--- src/flc_pkg.sv ---
// ----------------------------------------------------------------------------
// flc_pkg: shared types and constants of the frame link type classifier
// Link codes, ethertypes, header lengths and the record passed from the
// classifier front to the result back end.
// ----------------------------------------------------------------------------
`default_nettype none

package flc_pkg;

  // default configuration of the top level
  localparam int HEADER_BYTES_DEF  = 40;
  localparam int MAX_VLAN_TAGS_DEF = 4;

  // offset width covering every legal tag bound (14 + 4 * 6 = 38)
  localparam int OFF_W = 6;

  // result queue depth
  localparam int Q_DEPTH = 2;
  localparam int Q_PTR_W = $clog2(Q_DEPTH);

  // ethertypes
  localparam logic [15:0] ET_IPV4   = 16'h0800;
  localparam logic [15:0] ET_IPV6   = 16'h86dd;
  localparam logic [15:0] ET_ARP    = 16'h0806;
  localparam logic [15:0] ET_VLAN_Q = 16'h8100;
  localparam logic [15:0] ET_VLAN_S = 16'h88a8;
  localparam logic [15:0] ET_VLAN_O = 16'h9100;

  // header geometry
  localparam int ETH_HDR_LEN     = 14;
  localparam int VLAN_TAG_LEN    = 4;
  localparam int COOKED1_HDR_LEN = 16;
  localparam int COOKED2_HDR_LEN = 20;
  localparam int IPV4_HDR_LEN    = 20;
  localparam int IPV6_HDR_LEN    = 40;

  // link kind codes
  typedef enum logic [2:0] {
    LINK_UNKNOWN = 3'd0,
    LINK_ETH     = 3'd1,
    LINK_RAW     = 3'd2,
    LINK_COOKED1 = 3'd3,
    LINK_COOKED2 = 3'd4
  } link_kind_t;

  // which IP length field sets the minimum frame length
  typedef enum logic [1:0] {
    ML_NONE = 2'd0,
    ML_V4   = 2'd1,
    ML_V6   = 2'd2
  } ml_sel_t;

  // one classified frame, front to back
  typedef struct packed {
    link_kind_t        kind;
    logic              found;
    logic [OFF_W-1:0]  off;
    ml_sel_t           ml_sel;
    logic [15:0]       ip_len;
    logic [15:0]       frame_len;
  } rec_t;

  function automatic logic is_ip(input logic [15:0] t);
    return t inside {ET_IPV4, ET_IPV6};
  endfunction

  function automatic logic is_ip_arp(input logic [15:0] t);
    return t inside {ET_IPV4, ET_IPV6, ET_ARP};
  endfunction

  function automatic logic is_vlan(input logic [15:0] t);
    return t inside {ET_VLAN_Q, ET_VLAN_S, ET_VLAN_O};
  endfunction

  // header position of offset candidate c: raw, cooked v1, cooked v2,
  // then ethernet with c-3 vlan tags
  function automatic int cand_pos(input int c);
    int p;
    case (c)
      0:       p = 0;
      1:       p = COOKED1_HDR_LEN;
      2:       p = COOKED2_HDR_LEN;
      default: p = ETH_HDR_LEN + VLAN_TAG_LEN * (c - 3);
    endcase
    return p;
  endfunction

endpackage

`default_nettype wire

--- src/frame_link_type_classifier_core.sv ---
// ----------------------------------------------------------------------------
// frame_link_type_classifier_core: link type and ip header classifier
// Classifies a captured frame, fed one byte per transfer, by link type and
// finds the ip header offset and expected minimum length.
// ----------------------------------------------------------------------------
//
//   channel  direction  handshake            payload
//   in_      input      in_valid/in_stall    data_byte, last_byte
//   out_     output     out_valid/out_stall  link_kind, has_ip_offset,
//                                            ip_offset, min_length,
//                                            frame_length, short_frame
//
// One byte is taken every cycle unless the queue is full; the header checks
// on a frame's last byte are done in that same cycle; the result is queued.
// A two-entry result queue and the output register part the sides: input
// stalls only when the queue is full. Reset clears the byte count, queue
// and output valid; the header store needs no clearing.
// ----------------------------------------------------------------------------
`default_nettype none

module frame_link_type_classifier_core #(
  parameter int HEADER_BYTES  = flc_pkg::HEADER_BYTES_DEF,
  parameter int MAX_VLAN_TAGS = flc_pkg::MAX_VLAN_TAGS_DEF
) (
  input  wire logic        clk,
  input  wire logic        rst_n,
  input  wire logic        in_valid,
  output logic             in_stall,
  input  wire logic [7:0]  in_data_byte,
  input  wire logic        in_last_byte,
  output logic             out_valid,
  input  wire logic        out_stall,
  output logic [2:0]       out_link_kind,
  output logic             out_has_ip_offset,
  output logic [4:0]       out_ip_offset,
  output logic [16:0]      out_min_length,
  output logic [15:0]      out_frame_length,
  output logic             out_short_frame
);

  logic          q_full;
  logic          push;
  flc_pkg::rec_t rec;

  assign in_stall = q_full;

  // capture and classify
  flc_front #(
    .HEADER_BYTES  (HEADER_BYTES),
    .MAX_VLAN_TAGS (MAX_VLAN_TAGS)
  ) u_front (
    .clk          (clk),
    .rst_n        (rst_n),
    .in_valid     (in_valid),
    .q_full       (q_full),
    .in_data_byte (in_data_byte),
    .in_last_byte (in_last_byte),
    .push         (push),
    .rec          (rec)
  );

  // queue and output stage
  flc_back u_back (
    .clk               (clk),
    .rst_n             (rst_n),
    .push              (push),
    .rec               (rec),
    .q_full            (q_full),
    .out_stall         (out_stall),
    .out_valid         (out_valid),
    .out_link_kind     (out_link_kind),
    .out_has_ip_offset (out_has_ip_offset),
    .out_ip_offset     (out_ip_offset),
    .out_min_length    (out_min_length),
    .out_frame_length  (out_frame_length),
    .out_short_frame   (out_short_frame)
  );

endmodule

`default_nettype wire

--- src/flc_front.sv ---
// ----------------------------------------------------------------------------
// flc_front: byte capture and header classification
// Keeps the first header bytes and a saturating byte count; on the last byte
// of a frame it classifies the header and pushes one record to the queue.
// ----------------------------------------------------------------------------
`default_nettype none

module flc_front #(
  parameter int HEADER_BYTES  = flc_pkg::HEADER_BYTES_DEF,
  parameter int MAX_VLAN_TAGS = flc_pkg::MAX_VLAN_TAGS_DEF
) (
  input  wire logic         clk,
  input  wire logic         rst_n,
  input  wire logic         in_valid,
  input  wire logic         q_full,
  input  wire logic [7:0]   in_data_byte,
  input  wire logic         in_last_byte,
  output logic              push,
  output flc_pkg::rec_t     rec
);

  localparam int IW      = (HEADER_BYTES > 1) ? $clog2(HEADER_BYTES) : 1;
  localparam int VIEW_E  = 20 + flc_pkg::VLAN_TAG_LEN * MAX_VLAN_TAGS;
  localparam int VIEW    = (VIEW_E > 26) ? VIEW_E : 26;
  localparam int ALL     = (HEADER_BYTES > VIEW) ? HEADER_BYTES : VIEW;
  localparam int AW      = $clog2(ALL + 2);
  localparam int NC      = 4 + MAX_VLAN_TAGS;
  localparam int CW      = $clog2(NC);

  logic [7:0]    store_r [HEADER_BYTES];
  logic [15:0]   cnt_r;
  logic [15:0]   cnt_nxt;
  logic [15:0]   cnt_inc;
  logic          acc;
  logic [AW-1:0] avail;

  logic [7:0]    ext [VIEW];
  logic [15:0]   w16 [VIEW-1];

  flc_pkg::ml_sel_t         cand_sel [NC];
  logic [15:0]              cand_len [NC];
  logic [flc_pkg::OFF_W-1:0] cand_off [NC];

  flc_pkg::link_kind_t kind;
  logic                found;
  logic [CW-1:0]       cand;
  logic                eth_done;
  logic                eth_found;
  logic [CW-1:0]       eth_cand;

  assign acc     = in_valid && !q_full;
  assign cnt_inc = (cnt_r == 16'hffff) ? 16'hffff : cnt_r + 16'd1;
  assign avail   = (cnt_inc < 16'(HEADER_BYTES)) ? AW'(cnt_inc) : AW'(HEADER_BYTES);

  // header store write
  always_ff @(posedge clk) begin
    if (acc && (cnt_r < 16'(HEADER_BYTES))) begin
      store_r[cnt_r[IW-1:0]] <= in_data_byte;
    end
  end

  // byte count, cleared after the last byte
  always_comb begin
    cnt_nxt = cnt_r;
    if (acc) begin
      cnt_nxt = in_last_byte ? 16'd0 : cnt_inc;
    end
  end

  always_ff @(posedge clk) begin
    if (!rst_n) begin
      cnt_r <= 16'd0;
    end else begin
      cnt_r <= cnt_nxt;
    end
  end

  // header view: stored bytes plus the byte in transfer, zero past the end
  for (genvar i = 0; i < VIEW; i++) begin : g_view
    if (i < HEADER_BYTES) begin : g_in
      logic [7:0] hb;
      assign hb     = (cnt_r == 16'(i)) ? in_data_byte : store_r[i];
      assign ext[i] = (AW'(i) < avail) ? hb : 8'h00;
    end else begin : g_out
      assign ext[i] = 8'h00;
    end
  end

  // 16-bit big-endian words, zero unless both bytes are present
  for (genvar i = 0; i < VIEW - 1; i++) begin : g_word
    assign w16[i] = (AW'(i + 1) < avail) ? {ext[i], ext[i+1]} : 16'h0000;
  end

  // length field per offset candidate
  for (genvar c = 0; c < NC; c++) begin : g_cand
    localparam int P = flc_pkg::cand_pos(c);
    logic [3:0]  ver;
    logic        v4_ok;
    logic        v6_ok;
    assign ver    = ext[P][7:4];
    assign v4_ok  = (ver == 4'd4) && (w16[P+2] >= 16'(flc_pkg::IPV4_HDR_LEN));
    assign v6_ok  = (ver == 4'd6) && (AW'(P + 6) <= avail);
    assign cand_sel[c] = v4_ok ? flc_pkg::ML_V4 : (v6_ok ? flc_pkg::ML_V6 : flc_pkg::ML_NONE);
    assign cand_len[c] = v4_ok ? w16[P+2] : w16[P+4];
    assign cand_off[c] = flc_pkg::OFF_W'(P);
  end

  // ethernet vlan walk: first ethertype that is not a tag decides
  always_comb begin
    eth_done  = 1'b0;
    eth_found = 1'b0;
    eth_cand  = '0;
    for (int k = 0; k <= MAX_VLAN_TAGS; k++) begin
      if (!eth_done && !flc_pkg::is_vlan(w16[12 + 4 * k])) begin
        eth_done  = 1'b1;
        eth_found = flc_pkg::is_ip(w16[12 + 4 * k]);
        eth_cand  = CW'(3 + k);
      end
    end
  end

  // link type, in priority order, and offset candidate
  always_comb begin
    kind  = flc_pkg::LINK_UNKNOWN;
    found = 1'b0;
    cand  = '0;
    if ((avail >= AW'(20)) && flc_pkg::is_ip_arp(w16[0]) && (w16[2] == 16'h0000) &&
        (ext[11] <= 8'd8)) begin
      kind  = flc_pkg::LINK_COOKED2;
      found = flc_pkg::is_ip(w16[0]);
      cand  = CW'(2);
    end else if ((avail >= AW'(16)) && (w16[0] <= 16'd4) && (w16[4] <= 16'd8) &&
                 flc_pkg::is_ip_arp(w16[14])) begin
      kind  = flc_pkg::LINK_COOKED1;
      found = flc_pkg::is_ip(w16[14]);
      cand  = CW'(1);
    end else if ((avail >= AW'(14)) &&
                 (flc_pkg::is_ip_arp(w16[12]) || flc_pkg::is_vlan(w16[12]))) begin
      kind  = flc_pkg::LINK_ETH;
      found = eth_found;
      cand  = eth_cand;
    end else if ((ext[0][7:4] == 4'd4) || (ext[0][7:4] == 4'd6)) begin
      kind  = flc_pkg::LINK_RAW;
      found = 1'b1;
      cand  = '0;
    end
  end

  // record to the queue
  assign push          = acc && in_last_byte;
  assign rec.kind      = kind;
  assign rec.found     = found;
  assign rec.off       = found ? cand_off[cand] : '0;
  assign rec.ml_sel    = found ? cand_sel[cand] : flc_pkg::ML_NONE;
  assign rec.ip_len    = cand_len[cand];
  assign rec.frame_len = cnt_inc;

endmodule

`default_nettype wire

--- src/flc_back.sv ---
// ----------------------------------------------------------------------------
// flc_back: result queue and output stage
// Holds classified frames in a short queue and works out the minimum length
// and short-frame flag on the way into the output register.
// ----------------------------------------------------------------------------
`default_nettype none

module flc_back (
  input  wire logic          clk,
  input  wire logic          rst_n,
  input  wire logic          push,
  input  wire flc_pkg::rec_t rec,
  output logic               q_full,
  input  wire logic          out_stall,
  output logic               out_valid,
  output logic [2:0]         out_link_kind,
  output logic               out_has_ip_offset,
  output logic [4:0]         out_ip_offset,
  output logic [16:0]        out_min_length,
  output logic [15:0]        out_frame_length,
  output logic               out_short_frame
);

  flc_pkg::rec_t                 q_mem [flc_pkg::Q_DEPTH];
  logic [flc_pkg::Q_PTR_W-1:0]   wr_ptr_r, wr_ptr_nxt;
  logic [flc_pkg::Q_PTR_W-1:0]   rd_ptr_r, rd_ptr_nxt;
  logic [flc_pkg::Q_PTR_W:0]     cnt_r, cnt_nxt;
  logic                          out_valid_r, out_valid_nxt;
  logic                          pop;
  flc_pkg::rec_t                 head;
  logic [16:0]                   ml;
  logic                          short_f;

  logic [2:0]  kind_r;
  logic        found_r;
  logic [4:0]  off_r;
  logic [16:0] ml_r;
  logic [15:0] flen_r;
  logic        short_r;

  assign q_full = (cnt_r == (flc_pkg::Q_PTR_W + 1)'(flc_pkg::Q_DEPTH));
  assign pop    = (cnt_r != '0) && (!out_valid_r || !out_stall);
  assign head   = q_mem[rd_ptr_r];

  // queue storage
  always_ff @(posedge clk) begin
    if (push) begin
      q_mem[wr_ptr_r] <= rec;
    end
  end

  // queue pointers and output valid
  always_comb begin
    wr_ptr_nxt    = push ? wr_ptr_r + 1'b1 : wr_ptr_r;
    rd_ptr_nxt    = pop ? rd_ptr_r + 1'b1 : rd_ptr_r;
    cnt_nxt       = cnt_r + (flc_pkg::Q_PTR_W + 1)'(push) - (flc_pkg::Q_PTR_W + 1)'(pop);
    out_valid_nxt = pop ? 1'b1 : (out_valid_r && out_stall);
  end

  always_ff @(posedge clk) begin
    if (!rst_n) begin
      wr_ptr_r    <= '0;
      rd_ptr_r    <= '0;
      cnt_r       <= '0;
      out_valid_r <= 1'b0;
    end else begin
      wr_ptr_r    <= wr_ptr_nxt;
      rd_ptr_r    <= rd_ptr_nxt;
      cnt_r       <= cnt_nxt;
      out_valid_r <= out_valid_nxt;
    end
  end

  // minimum length from the ip length field
  always_comb begin
    case (head.ml_sel)
      flc_pkg::ML_V4: ml = 17'(head.off) + 17'(head.ip_len);
      flc_pkg::ML_V6: ml = 17'(head.off) + 17'(flc_pkg::IPV6_HDR_LEN) + 17'(head.ip_len);
      default:        ml = 17'd0;
    endcase
    short_f = (ml != 17'd0) && ({1'b0, head.frame_len} < ml);
  end

  // output register
  always_ff @(posedge clk) begin
    if (pop) begin
      kind_r  <= head.kind;
      found_r <= head.found;
      off_r   <= head.off[4:0];
      ml_r    <= ml;
      flen_r  <= head.frame_len;
      short_r <= short_f;
    end
  end

  assign out_valid         = out_valid_r;
  assign out_link_kind     = kind_r;
  assign out_has_ip_offset = found_r;
  assign out_ip_offset     = off_r;
  assign out_min_length    = ml_r;
  assign out_frame_length  = flen_r;
  assign out_short_frame   = short_r;

endmodule

`default_nettype wire
--- config.mk ---
export PLATFORM = sky130hd
export DESIGN_NAME = frame_link_type_classifier_core
export DESIGN_NICKNAME = d
export VERILOG_FILES = /design/src/flc_pkg.sv /design/src/frame_link_type_classifier_core.sv /design/src/flc_front.sv /design/src/flc_back.sv
export SDC_FILE = /design/constraint.sdc
export NUM_CORES = 1
export LEC_CHECK = 0
export ABC_AREA = 1
export BUFFER_PORTS_ARGS = -buffer_cell sky130_fd_sc_hd__buf_2
export CORE_MARGIN = 10
export CORE_UTILIZATION = 25
export CTS_CLUSTER_DIAMETER = 150
export CTS_CLUSTER_SIZE = 40
export DETAILED_ROUTE_END_ITERATION = 10
export HOLD_SLACK_MARGIN = 0.12
export PLACE_DENSITY = 0.45
export SLEW_MARGIN = 15
export SYNTH_ARGS = -nofsm -noshare
export SYNTH_HDL_FRONTEND = slang
export SYNTH_SLANG_ARGS = --single-unit
--- constraint.sdc ---
create_clock -name clk -period 12.1 [get_ports clk]
set_clock_uncertainty 0.2 [all_clocks]
set_input_delay 0.605 -clock clk [delete_from_list [all_inputs] [get_ports clk]]
set_output_delay 0.605 -clock clk [all_outputs]
set_load 0.01 [all_outputs]
==> impl_metrics.tcl, run 1 <==
set metrics [dict create \
    fp.dieW_um 332 \
    cts_tree "yes" \
    synth-edff-count 374 \
    cp_max_fo 110 \
    grt_pass1_wl_mm 143 \
    drt-total-wl_mm 99.9 \
    cts_buffers 14 \
    synthTopCellsByArea "edfxtp_1, nand2_1, o21ai_0" \
    num-fill-cells 10600 \
    start_kind "flop" \
    grt_max_degree 111 \
    row_count 114 \
    maxCapViolCount 0 \
    cts-resized-gates 0 \
    antenna_found_initial 1 \
    die_height_um 332 \
    ys_seq_area_share_pct 48.0 \
    multi_input_area_um2 11000 \
    syn-instance-count 3111 \
    total_leakage_power_nw 10.5 \
    die_area_um2 110000 \
    track_usage_pct 17.2 \
    regArea_um2 11700 \
    critPathKind "reg2reg" \
    syn2layout_area_growth_pct 8.13 \
    drive_gt1_share_pct 7.33 \
    slew-limit-headroom_pct 16.3 \
    timing.fmax_mhz 130 \
    min_period_ns 7.72 \
    syn_nets 3155 \
    worst_pin_slew_ns 1.25 \
    tns_ns 0 \
    clk_pin_slew_ns 0.17 \
    yosys.area.top_type "edfxtp_1" \
    final_cell_area_um2 26300 \
    finalSetupViolations 0 \
    place_ws_ns 4.79 \
    dr_total_vias 22100 \
    hold_path.class "in2reg" \
    worstPathRequired_ns 12.26 \
    drt_iter0_drc 2484 \
    pin_count 58 \
    drt-pass1-iter-count 6 \
    status "completed" \
    yosysUniqueCellTypes 60 \
    cts_sinks 396 \
    max-clock-path-buffers 3 \
    power_mw 3.17 \
    synth_flop_cell "edfxtp_1" \
    root_buffer "clkbuf_16" \
    initial_utilization_pct 25.2 \
    dpl.cell_count 4335 \
    dp_hpwl_mm 73.2 \
    place_area_um2 25800 \
    whs_ns 0.131 \
    timing.final.ws_setup_ns 4.38 \
    postRouteAntennaNets 0 \
    via_per_inst 5.07 \
    grt_pass1_vias 20500 \
    fin_cells 4362 \
    crit_arrival_ns 7.88 \
    ir_worst_vdd_mv 0.0809 \
    globalRouteOverflowTotal 0 \
    hold_viol 0 \
    fin_util_pct 27.3 \
    rsz0062_at_grt "no" \
    wire_per_inst_um 22.9 \
    place.gp.congestion 1.02 \
    endpoint_kind "flop" \
    portBuffers 56 \
    drc 0 \
    yosysWarnings 0 \
    async_flop_share_pct 0 \
    syn_area_per_cell_um2 7.82 \
    netlist_area_um2 24300 \
    h-tree-depth 1 \
    insertion_delay_ns 0.60 \
    yosysTopAreaCellShare_pct 46.2 \
    ys_ff_latch 396 \
    layout.nets 3120 \
    core_area_um2 96600 \
    power_density_nw_per_um2 120 \
    finalMaxSlewViolations 0 \
    finalCritPeriodShare_pct 63.8 \
]
-- layout make-up --
class,count,share of cell area [%]
Tap cell,1276,6.07
Timing Repair Buffer,93,2.13
Clock inverter,5,0.295
Clock buffer,19,1.52
Antenna cell,2,0.0190
Multi-Input combinational cell,2294,41.7
Sequential cell,396,44.4
Inverter,277,3.96
-- cell usage in the layout (no fill, tap or decap), drive strengths merged, types with 3 or more instances in the layout --
cell type / instances
a31oi: 10
or2: 26
o211ai: 25
nor4: 30
nor2: 339
buf: 92
o21ai: 398
inv: 274
nand3: 261
clkbuf: 19
ha: 30
nor3b: 3
o41ai: 7
dfxtp: 22
o21a: 3
nor3: 37
nand3b: 9
o31ai: 7
and2: 4
edfxtp: 374
nand4: 82
xor2: 6
nand2: 923
a21oi: 71
mux2i: 4
clkinv: 7
-- repair_timing --
item / CTS / global route
setup buffers: 0 / 0
endpoints found under the hold margin: 3 / 0
hold buffers: 1 / 0
-- final timing paths --
kind               startpoint                  end  slack, ns  cells past startpoint
max reg2reg  u_front.cnt_r[0]  u_back.q_mem[1][32]       4.38                     26
min                 out_stall     u_back.out_valid       0.13                      3
max          u_front.cnt_r[0]  u_back.q_mem[1][32]       4.38                     26
min reg2reg   u_back.rd_ptr_r      u_back.rd_ptr_r       0.27                      1
-- metal layers --
layer | vias up | track usage, % | part of all wire, %
met1 | 10600 | 23.9 | 45
met4 | 2 | 6.19 | 3.9
met5 | - | 0 | 0.012
li1 | 10500 | - | -
met2 | 914 | 26.7 | 44
met3 | 155 | 2.41 | 7.0
-- synthesized netlist by cell type (9+ instances only) --
cell type	instances
a21oi_1	69
a31oi_1	10
buf_1	9
buf_2	33
buf_4	10
buf_6	9
clkbuf_1	83
dfxtp_1	22
edfxtp_1	374
ha_1	30
inv_1	256
inv_2	14
nand2_1	902
nand2_2	17
nand3_1	246
nand3_2	14
nand3b_1	9
nand4_1	81
nor2_1	318
nor2_4	10
nor3_1	37
nor4_1	30
o211ai_1	23
o21ai_0	377
o21ai_1	18
or2_2	26
-- state kept, by name, indices dropped and copies added, names as in the netlist, named ones only --
register and count:
u_back.out_has_ip_offset 1, u_back.out_valid 1, u_back.q_mem 84, u_back.rd_ptr_r 1, u_front.store_r 248, u_back.out_ip_offset 4, u_back.wr_ptr_r 1, u_back.out_short_frame 1
u_back.out_min_length 17, u_front.cnt_r 16, u_back.out_frame_length 16, u_back.cnt_r 2, u_back.out_link_kind 3
-- report_power, final --
group	internal (mW)	switching [mW]	total [mW]
clock network	0.268	0.443	0.711
registers	1.64	0.0290	1.67
logic	0.224	0.557	0.782
total	2.14	1.03	3.17
-- logic make-up after synthesis --
family / count (synthesis) / synth area share, %
fa+ha+maj: 31 / 1.62
xor+xnor: 6 / 0.247
mux: 4 / 0.165
simple gates: 1718 / 31.1
compound gates: 534 / 11.8
flops: 396 / 48.0
buf+inv: 421 / 7.11
other cells: 1 / 0.0154
-- worst max-delay path, stage by stage (launching register included) --
cell     delay (ns)
dfxtp_1        0.57
ha_1           0.40
nand3_2        0.18
xor2_1         0.55
nand3_1        0.15
nand2_1        0.13
nand2_2        0.10
nor2_8         0.20
nand3_4        0.36
nor2_4         0.54
nand2_1        0.51
nand4_1        0.23
o21ai_2        0.16
inv_2          0.15
nand3_1        0.15
nor2_1         0.39
nand2_1        0.09
nand2_1        0.09
inv_2          0.09
nand2_4        0.07
buf_4          0.80
inv_4          0.40
nand2_1        0.18
nand3_1        0.22
nand3_1        0.17
nand2_1        0.05
nor2_1         0.27
Power figures use the tool's default switching activity.
==> inputs of run 2 (changes only) <==
--- a/config.mk
+++ b/config.mk
@@ -5,7 +5,7 @@
 export SDC_FILE = /design/constraint.sdc
 export NUM_CORES = 1
 export LEC_CHECK = 0
-export ABC_AREA = 1
+export ABC_AREA = 0
 export BUFFER_PORTS_ARGS = -buffer_cell sky130_fd_sc_hd__buf_2
 export CORE_MARGIN = 10
 export CORE_UTILIZATION = 25
==> constraint.sdc (replaced) <==
create_clock -name clk -period 8 [get_ports clk]
set_clock_uncertainty 0.2 [all_clocks]
set_input_delay 0.4 -clock clk [delete_from_list [all_inputs] [get_ports clk]]
set_output_delay 0.4 -clock clk [all_outputs]
set_load 0.01 [all_outputs]
==> impl_metrics.tcl, run 2 <==
set metrics [dict create \
    layout_common_cells "edfxtp_1, nor2_1, nand2_1" \
    finalSetupViolations 0 \
    seq_power_share_pct 55.4 \
    yosysTopAreaCellShare_pct 46.4 \
    multi_input_area_um2 11700 \
    h-tree-depth 1 \
    finalCritPeriodShare_pct 87.8 \
    die_area_um2 110000 \
    largest_reg_flops 248 \
    grt_pass1_wl_mm 149 \
    cp-startpoint "u_front.cnt_r[0]" \
    worst_path_dominant_cell_family "simple AND/OR/NAND/NOR gates" \
    row_count 114 \
    start_kind "flop" \
    hold_viol 0 \
    globalRouteOverflowTotal 0 \
    grt_pass1_vias 19100 \
    antenna_found_initial 5 \
    yosysWarnings 0 \
    async_flop_share_pct 0 \
    cpPeakStageDelay_ns 0.73 \
    finalMaxSlewViolations 0 \
    hold_path_depth 2 \
    timing.final.ws_setup_ns 0.978 \
    timing.fmax_mhz 142 \
    netlist_area_um2 24200 \
    synth_flop_cell "edfxtp_1" \
    dp_hpwl_mm 80.3 \
    rsz0062_at_grt "no" \
    drt-total-wl_mm 106 \
    critPathBufInv 1 \
    ys_seq_area_share_pct 48.2 \
    yosys.area.top_type "edfxtp_1" \
    place.gp.congestion 0.997 \
    syn-instance-count 2384 \
    cp_max_fo 17 \
    initial_utilization_pct 25.1 \
    drt-pass1-iter-count 5 \
    max-clock-path-buffers 3 \
    yosysUniqueCellTypes 106 \
    cts_buffers 14 \
    maxCapViolCount 0 \
    min-delay-start "in_data_byte[2]" \
    synth_most_common_cell "edfxtp_1" \
    grt_max_degree 79 \
    die_height_um 331 \
    fin_cells 3647 \
    cts_tree "yes" \
    p_int_mw 3.17 \
    hold_path.class "in2reg" \
    final_common_cell "edfxtp_1" \
    critPathKind "reg2reg" \
    clk_pin_slew_ns 0.14 \
    combPwrFrac_pct 22.1 \
    core_area_um2 96400 \
    worst_pin_slew_ns 1.22 \
    synthTopCellsByArea "edfxtp_1, mux2i_1, mux2_2" \
    endpoint_kind "flop" \
    tns_ns 0 \
    ys_ff_latch 396 \
    reg2reg_setup_slack_ns 0.98 \
    crit_slowest_cell "ha_1" \
    insertion_delay_ns 0.58 \
    synth-edff-count 374 \
    hold_end "u_front.store_r[29][2]" \
    syn2layout_area_growth_pct 9.55 \
    track_usage_pct 18.3 \
    reg2regPathDepth 14 \
    cts_sinks 396 \
    syn_area_per_cell_um2 10.2 \
    worstPathRequired_ns 8.11 \
    slew-limit-headroom_pct 18.2 \
    min_period_ns 7.02 \
    status "completed" \
    clkPwrFrac_pct 22.5 \
    final_cell_area_um2 26500 \
    num-fill-cells 10200 \
    total_leakage_power_nw 8.74 \
    postCtsSetupBuffers 0 \
    syn_nets 2428 \
    root_buffer "clkbuf_16" \
    net-switching-power_mw 1.35 \
    power_density_nw_per_um2 170 \
    drc 0 \
    layout.nets 2408 \
    dr_total_vias 20000 \
    pin_count 58 \
    portBuffers 56 \
    p_sw_share_pct 29.8 \
    dpl.cell_count 3620 \
    postRouteAntennaNets 0 \
    ir_worst_vdd_mv 0.120 \
    cts-resized-gates 0 \
    drt_iter0_drc 2141 \
    via_per_inst 5.50 \
    regArea_um2 11700 \
    r2r-start "u_front.cnt_r[0]" \
    place_ws_ns 1.17 \
    synth_common_cells "edfxtp_1, nor2_1, nand2_1" \
    worstReg2RegEnd "u_back.q_mem[1][32]" \
    fp.dieW_um 331 \
    wire_per_inst_um 29.0 \
    place_area_um2 26000 \
    crit_chain "inv_1 -> ha_1 -> nor3b_1 -> and4_1 -> nand2_1 -> mux2_2 -> a221oi_1 -> nand3_1 -> a211oi_2 -> nor3_2 -> nor3_4 -> nand2b_1 -> o22ai_1 -> nor3_1" \
    drive_gt1_share_pct 12.6 \
    crit_arrival_ns 7.14 \
]
[run 2: worst max path at each step]
stage,to,cells after the start
6_report,u_back.q_mem[1][32],14
5_1_grt,u_back.q_mem[1][32],14
4_1_cts,u_back.q_mem[1][32],14
3_5_place_dp,u_back.q_mem[0][32],14
3_3_place_gp,u_back.q_mem[0][32],13
2_1_floorplan,u_back.out_short_frame,24
[run 2: cells by family after synthesis]
kind of cell               after synthesis  share of synthesized area [%]
and+or+nand+nor                        956                           20.7
other                                    1                         0.0155
muxes                                  242                           10.5
DFF                                    396                           48.2
AOI/OAI and AO/OA                      514                           14.2
buffers and inverters                  216                           3.81
adders and majority gates               31                           1.63
xor gates and xnor gates                28                           1.01
[run 2: final cells by class]
type / instances / area share, %
Inverter: 43 / 0.608
Antenna cell: 2 / 0.0189
Clock buffer: 17 / 1.44
Clock inverter: 4 / 0.207
Sequential cell: 396 / 44.0
Tap cell: 1276 / 6.02
Multi-Input combinational cell: 1772 / 44.2
Timing Repair Buffer: 137 / 3.52
[run 2: stage by stage]
stage | total power [mW] | hold WS (ns) | utilization, %
final | 4.52 | 0.154 | 27.5
after detailed placement | 3.57 | 0.321 | 27.0
after global placement | 3.56 | 0.314 | 27.0
after floorplan | 3.17 | 0.299 | -
after global routing | 4.75 | 0.136 | 27.5
after CTS | 4.59 | 0.138 | 27.5
[run 2: per-layer routing]
layer,share of wire [%],routed length (µm),GRT usage [%],vias to the layer above
met4,5.1,5450,8.01,8
met5,0.044,47,0,-
li1,-,-,-,8981
met2,44,46400,28.2,915
met3,6.6,6950,2.60,184
met1,44,46900,25.1,9961
[run 2: timing repair]
action,CTS,global route
setup endpoints to repair,0,0
endpoints found under the hold margin,22,0
hold buffers,3,0
[run 2: power by group through the flow]
stage / registers [mW] / clock network (mW) / logic, mW
3_3_place_gp: 2.55 / 0 / 1.01
3_5_place_dp: 2.56 / 0 / 1.01
5_1_grt: 2.52 / 1.12 / 1.11
6_report: 2.50 / 1.01 / 1.00
4_1_cts: 2.51 / 1.05 / 1.02
2_1_floorplan: 2.59 / 0 / 0.578
